===== src/rtl/scfa_pkg.sv =====
// ----------------------------------------------------------------------------
// scfa_pkg
// shared types and constants of the size class free list allocator
// ----------------------------------------------------------------------------
package scfa_pkg;

  localparam int NUM_CLASSES     = 24;
  localparam int CLS_W           = 5;
  localparam int SIZE_W          = 16;
  localparam int ADDR_W          = 48;
  localparam int ROUND_W         = 12;
  localparam int CNT_W           = 8;
  localparam int MAX_CACHED      = 2048;
  localparam int STACK_DEPTH_DEF = 128;
  localparam int ADDR_BITS_DEF   = 48;

  localparam logic KIND_ALLOC = 1'b0;
  localparam logic KIND_FREE  = 1'b1;

  typedef enum logic [2:0] {
    ST_SERVED    = 3'd0,
    ST_EMPTY     = 3'd1,
    ST_TOO_LARGE = 3'd2,
    ST_STORED    = 3'd3,
    ST_FULL      = 3'd4
  } status_t;

  typedef struct packed {
    logic              kind;
    logic [SIZE_W-1:0] size_bytes;
    logic [ADDR_W-1:0] block_address;
  } in_item_t;

  typedef struct packed {
    status_t            status;
    logic [ADDR_W-1:0]  result_address;
    logic [CLS_W-1:0]   size_class;
    logic [ROUND_W-1:0] rounded_bytes;
  } out_item_t;

  typedef struct packed {
    logic               too_large;
    logic [CLS_W-1:0]   cls;
    logic [ROUND_W-1:0] rounded;
  } class_info_t;

endpackage


===== src/rtl/scfa_classify.sv =====
// ----------------------------------------------------------------------------
// scfa_classify
// maps a byte size to its size class and rounded class size, or flags it too large
// ----------------------------------------------------------------------------
module scfa_classify
  import scfa_pkg::*;
(
  input  logic [SIZE_W-1:0] size_bytes,
  output class_info_t       info
);

  logic        too_large;
  logic [12:0] n;
  logic [2:0]  tier;
  logic [12:0] r;
  logic [3:0]  q;
  logic [CLS_W-1:0] cls;

  assign too_large = size_bytes > SIZE_W'(MAX_CACHED);
  assign n         = size_bytes[12:0];

  always_comb begin
    if (n <= 13'd128) begin
      tier = 3'd0;
    end else if (n <= 13'd256) begin
      tier = 3'd1;
    end else if (n <= 13'd512) begin
      tier = 3'd2;
    end else if (n <= 13'd1024) begin
      tier = 3'd3;
    end else begin
      tier = 3'd4;
    end
  end

  always_comb begin
    case (tier)
      3'd0: begin
        r = (n + 13'd15) & ~13'd15;
        q = r[7:4];
      end
      3'd1: begin
        r = (n + 13'd31) & ~13'd31;
        q = r[8:5];
      end
      3'd2: begin
        r = (n + 13'd63) & ~13'd63;
        q = r[9:6];
      end
      3'd3: begin
        r = (n + 13'd127) & ~13'd127;
        q = r[10:7];
      end
      default: begin
        r = (n + 13'd255) & ~13'd255;
        q = r[11:8];
      end
    endcase
    // zero size goes to the smallest class
    if (r == 13'd0) begin
      r = 13'd16;
      q = 4'd1;
    end
  end

  assign cls = CLS_W'({tier, 2'b00}) + CLS_W'(q) - CLS_W'(1);

  assign info.too_large = too_large;
  assign info.cls       = too_large ? '0 : cls;
  assign info.rounded   = too_large ? '0 : r[ROUND_W-1:0];

endmodule


===== config.mk =====
export PLATFORM = sky130hd
export DESIGN_NAME = scfa_classify
export DESIGN_NICKNAME = d
export VERILOG_FILES = /design/src/rtl/scfa_pkg.sv /design/src/rtl/scfa_classify.sv
export SDC_FILE = /design/constraint.sdc
export NUM_CORES = 1
export LEC_CHECK = 0
export ABC_AREA = 1
export ABC_CLOCK_PERIOD_IN_PS = 3010
export BUFFER_PORTS_ARGS = -buffer_cell sky130_fd_sc_hd__buf_2
export CAP_MARGIN = 20
export CELL_PAD_IN_SITES_DETAIL_PLACEMENT = 0
export CELL_PAD_IN_SITES_GLOBAL_PLACEMENT = 1
export CORE_MARGIN = 10
export CORE_UTILIZATION = 32
export DETAILED_ROUTE_END_ITERATION = 7
export PLACE_DENSITY = 0.8
export SLEW_MARGIN = 25
export SYNTH_ARGS = -nofsm -noshare
export SYNTH_HDL_FRONTEND = slang
export SYNTH_SLANG_ARGS = --single-unit

===== constraint.sdc =====
create_clock -name vclk -period 3.01
set_clock_uncertainty 0.2 [all_clocks]
set_input_delay 0.301 -clock vclk [all_inputs]
set_output_delay 0.301 -clock vclk [all_outputs]
set_load 0.01 [all_outputs]

# Yosys cells after proc, flatten, opt, wreduce, memory -nomap -nowiden
# Index checks and enable logic that the tools add are counted.
[word_totals]
reg_bits = 0
latch_bits = 0
ramBits = 0
romBits = 0
out_inout_bits = 18
wordCells = 27
n_memories = 0
[op_classes]
addsub = 7
multipliers = 0
n_div = 0
order_cmp = 5
eq_ne = 3
n_shift = 0
mux = 10
bitwise_logic = 0
reduce_logical = 2
[op_table]
columns = ["op", "n"]
rows = [
  ["$pmux 13 s4", 1],
  ["$mux 12", 2],
  ["$gt 16x12->1 const B", 1],
  ["$pmux 4 s4", 1],
  ["$add 13x4->13 const B", 1],
  ["$add 13x5->13 const B", 1],
  ["$add 13x6->13 const B", 1],
  ["$add 13x7->13 const B", 1],
  ["$add 13x8->13 const B", 1],
  ["$le 13x10->1 const B", 1],
  ["$le 13x11->1 const B", 1],
  ["$le 13x8->1 const B", 1],
  ["$le 13x9->1 const B", 1],
  ["$logic_not 13->1", 1],
  ["$mux 3", 4],
  ["$eq 3x2->1 const B", 2],
  ["$add 5x4->5", 1],
  ["$mux 5", 1],
  ["$sub 5x1->5 const B", 1],
  ["$mux 4", 1],
  ["$eq 3x1->1 const B", 1],
  ["$logic_not 3->1", 1],
]

# Depth between registers and ports, before layout
[depth]
depth_word = 12
ltp_mapped = 20

# Worst setup path before layout
# Ideal clock, no wire load.
[synth_timing]
kind = "input-to-output"
start = "input size_bytes[1]"
end = "output info[16] in the netlist's numbering"
arrival_time_ps = 2538
setup_slack_ps = -29
stages = 18
path_buffers = 0
cell_sequence = "nor2_2 > nand2_1 > nand3_2 > nand2_1 > nand2_2 > xor2_1 > nor2_1 > inv_1 > nand3_1 > o21ai_0 > ha_1 > inv_1 > ha_1 > a21oi_1 > nand2_1 > xor2_1 > xor2_1 > nor2_1"
[synth_lines]
columns = ["element", "line", "rtl"]
rows = [
  ["from (decl)", "scfa_classify.sv:8", "input logic [SIZE_W-1:0] size_bytes,"],
  ["to (decl)", "scfa_classify.sv:9", "output class_info_t info"],
]

==> results.toml <==
[run_status]
outcome = "finished with violations"
violations = "negative setup slack"

[layout]
mostFrequentLayoutCells = "buf_4, nand2_1, nand2_2"
multi_input_area_um2 = 1325
fin_nets = 359
filler_cell_count = 223
regArea_um2 = 0
nFlopsAndLatches = 0
layout_commonest_cell = "buf_4"
drive_above_1_share = 0.6726
nClkBuffers = 0
final_cells = 382
area_delta_synth_final_pct = 128.9
insertedDiodeCount = 0

[power_and_ir_drop]
p_int_mw = 0.1774
ir_worst_vdd_mv = 0.07850
pwr-share-seq = 0
p_clk_frac = 0
p_comb_frac = 1.000
p_sw_mw = 0.1779
p_total_mw = 0.3553
cellLeakagePower_nw = 1.268
p_sw_frac = 0.5007
p_per_area_nw_per_um2 = 141.3

[grt]
grt_max_degree = 15
grt_pass1_wl_um = 7438
busiest_layer = "met2"
grt_use_met3 = 0.01595
antenna_found_initial = 0
grt_use_met2 = 0.2640
grt_overflow = 0
grt_usage = 0.1362
met1_usage = 0.1577
grt_pass1_vias = 1769

[yosys]
yosysWarnings = 0
synth_top_cell_area_share = 0.2016
synth_simple_gate_area_frac = 0.6196
synth.top_cells.by_area = "nand2_1, nor2_1, nand3_1, inv_1, ha_1"
synth_largest_area_cell = "nand2_1"
synth_compound_area_frac = 0.1036
synthCells = 212
syn_avg_cell_area_um2 = 5.182
syn_area_um2 = 1099
synth_top_family_by_area = "simple AND/OR/NAND/NOR gates"
seq_area_frac_synth = 0
synth_xor_area_frac = 0.06150
synthDistinctLibCells = 34
synthMuxAreaShare = 0
synth-adder-area-share = 0.06378

[sta]
finalMaxSlewViolations = 0
layout_setup_ws_ns = -0.4000
finalCritPeriodShare = 1.133
hold_ws_ns = 1.133
setup_violations = 4
timing.slew.headroom = 0.3313
fmax_ghz = 0.2933
grt_setup_unrepaired = "yes"
finalHoldViolCount = 0
tightest_slew_ns = 0.9964
period_needed_ns = 3.410

[worst_setup_path]
end_kind = "output pin"
worstPathRequired_ns = 2.51
cp.arrival_ns = 2.91
crit_path_start = "size_bytes[1]"
critical_path.cell_chain = "buf_6 -> nor2_4 -> buf_6 -> nand2_4 -> nor2_1 -> nand2_1 -> nand2_2 -> nand2_2 -> buf_6 -> o211ai_1 -> a21o_1 -> buf_6 -> ha_4 -> a21oi_2 -> nand2_2 -> xor2_2 -> xor2_1 -> nor2_1 -> buf_2"
crit_type = "primary input to output pin"
crit_family = "simple AND/OR/NAND/NOR gates"
cpPeakStageDelay_ns = 0.27
crit_fanout = 3
crit_buf_inv = 5
start_kind = "primary input"
cp_slowest_cell = "o211ai_1"
crit_top_cell = "buf_6"

[floorplan]
fp.dieH_um = 78.59
die_area_um2 = 6176
die_x_um = 78.59
num_rows = 21
initial_core_util = 0.3292
coreArea_um2 = 3337
ios = 34

[clock_tree]
cts_hold_buf = 0

[route]
remaining_drc_errors = 0
vias = 1908
first_pass_iters = 4
drtIter0Drc = 87
routed_wl_um = 5594
wire_per_inst_um = 14.64
ant_nets = 0
vias_per_cell = 4.995

[placement]
io_buffers = 30
hpwl_um = 3185
placed_cells = 356
globalplace.congestion = 0.8222

[worst_hold_path]
hold_path.class = "primary input to output pin"
min_to = "info[10]"
min_from = "size_bytes[10]"
hold_path_depth = 8

[job]
cap_violations = 0
[synth_stat cells (2+ instances only)]
| library cell | instances |
|---|---|
| a21oi_1 | 5 |
| buf_2 | 2 |
| buf_4 | 6 |
| ha_1 | 4 |
| inv_1 | 18 |
| inv_2 | 6 |
| nand2_1 | 59 |
| nand2_2 | 5 |
| nand2_4 | 2 |
| nand3_1 | 24 |
| nand3_2 | 3 |
| nand3b_1 | 2 |
| nand4_1 | 3 |
| nor2_1 | 35 |
| nor2_2 | 8 |
| nor3_1 | 2 |
| nor4_1 | 2 |
| o21ai_0 | 3 |
| o21ai_1 | 5 |
| xor2_1 | 3 |
| xor2_2 | 2 |
[stage by stage]
stage | util | worst slack, ns | area (um^2) | setup TNS, ns
after floorplan | - | 0.01724 | 1112 | 0
after global placement | 0.5422 | -0.2742 | 1809 | -0.6871
after detailed placement | 0.5422 | -0.2959 | 1809 | -0.6743
after CTS | 0.6404 | -0.1547 | 2137 | -0.4218
after global routing | 0.7537 | -0.5076 | 2515 | -1.599
final | 0.7537 | -0.4000 | 2515 | -1.193
[worst max-delay path by stage]
stage,end,cells after the start
floorplan,info[16],17
global placement,info[16],20
detailed placement,info[16],20
CTS,info[16],21
global route,info[16],19
finish,info[16],19
[layer usage]
metal  vias to the layer above  wire length (um)
met5                         -                 0
met4                         0               213
met3                        22               268
met2                        61              2765
met1                       907              2347
li1                        918                 -
[final cells by class]
class,count,share of cell area
multi-input cells,181,0.5269
repair buffers,130,0.4090
inverters,25,0.04129
well taps,46,0.02289
[timing repair]
item | CTS | global route
endpoints found under the hold margin | 0 | 0
setup endpoints to repair | 3 | 5
pin swaps | 32 | 51
buffers inserted | 19 | 7
resized for setup | 44 | 87
[cells by family after synthesis]
logic type               count (synthesis)
AO/OA/AOI/OAI                           19
adder cells (fa/ha/maj)                  5
XOR/XNOR                                 6
AND/OR/NAND/NOR                        147
other                                    1
buffers and inverters                   34
[power by group through the flow]
stage          clock [mW]  combinational, mW  sequential, mW
6_report                0              0.355               0
5_1_grt                 0              0.380               0
4_1_cts                 0              0.273               0
3_5_place_dp            0              0.222               0
3_3_place_gp            0              0.221               0
2_1_floorplan           0              0.124               0
Power figures use the tool's default switching activity.
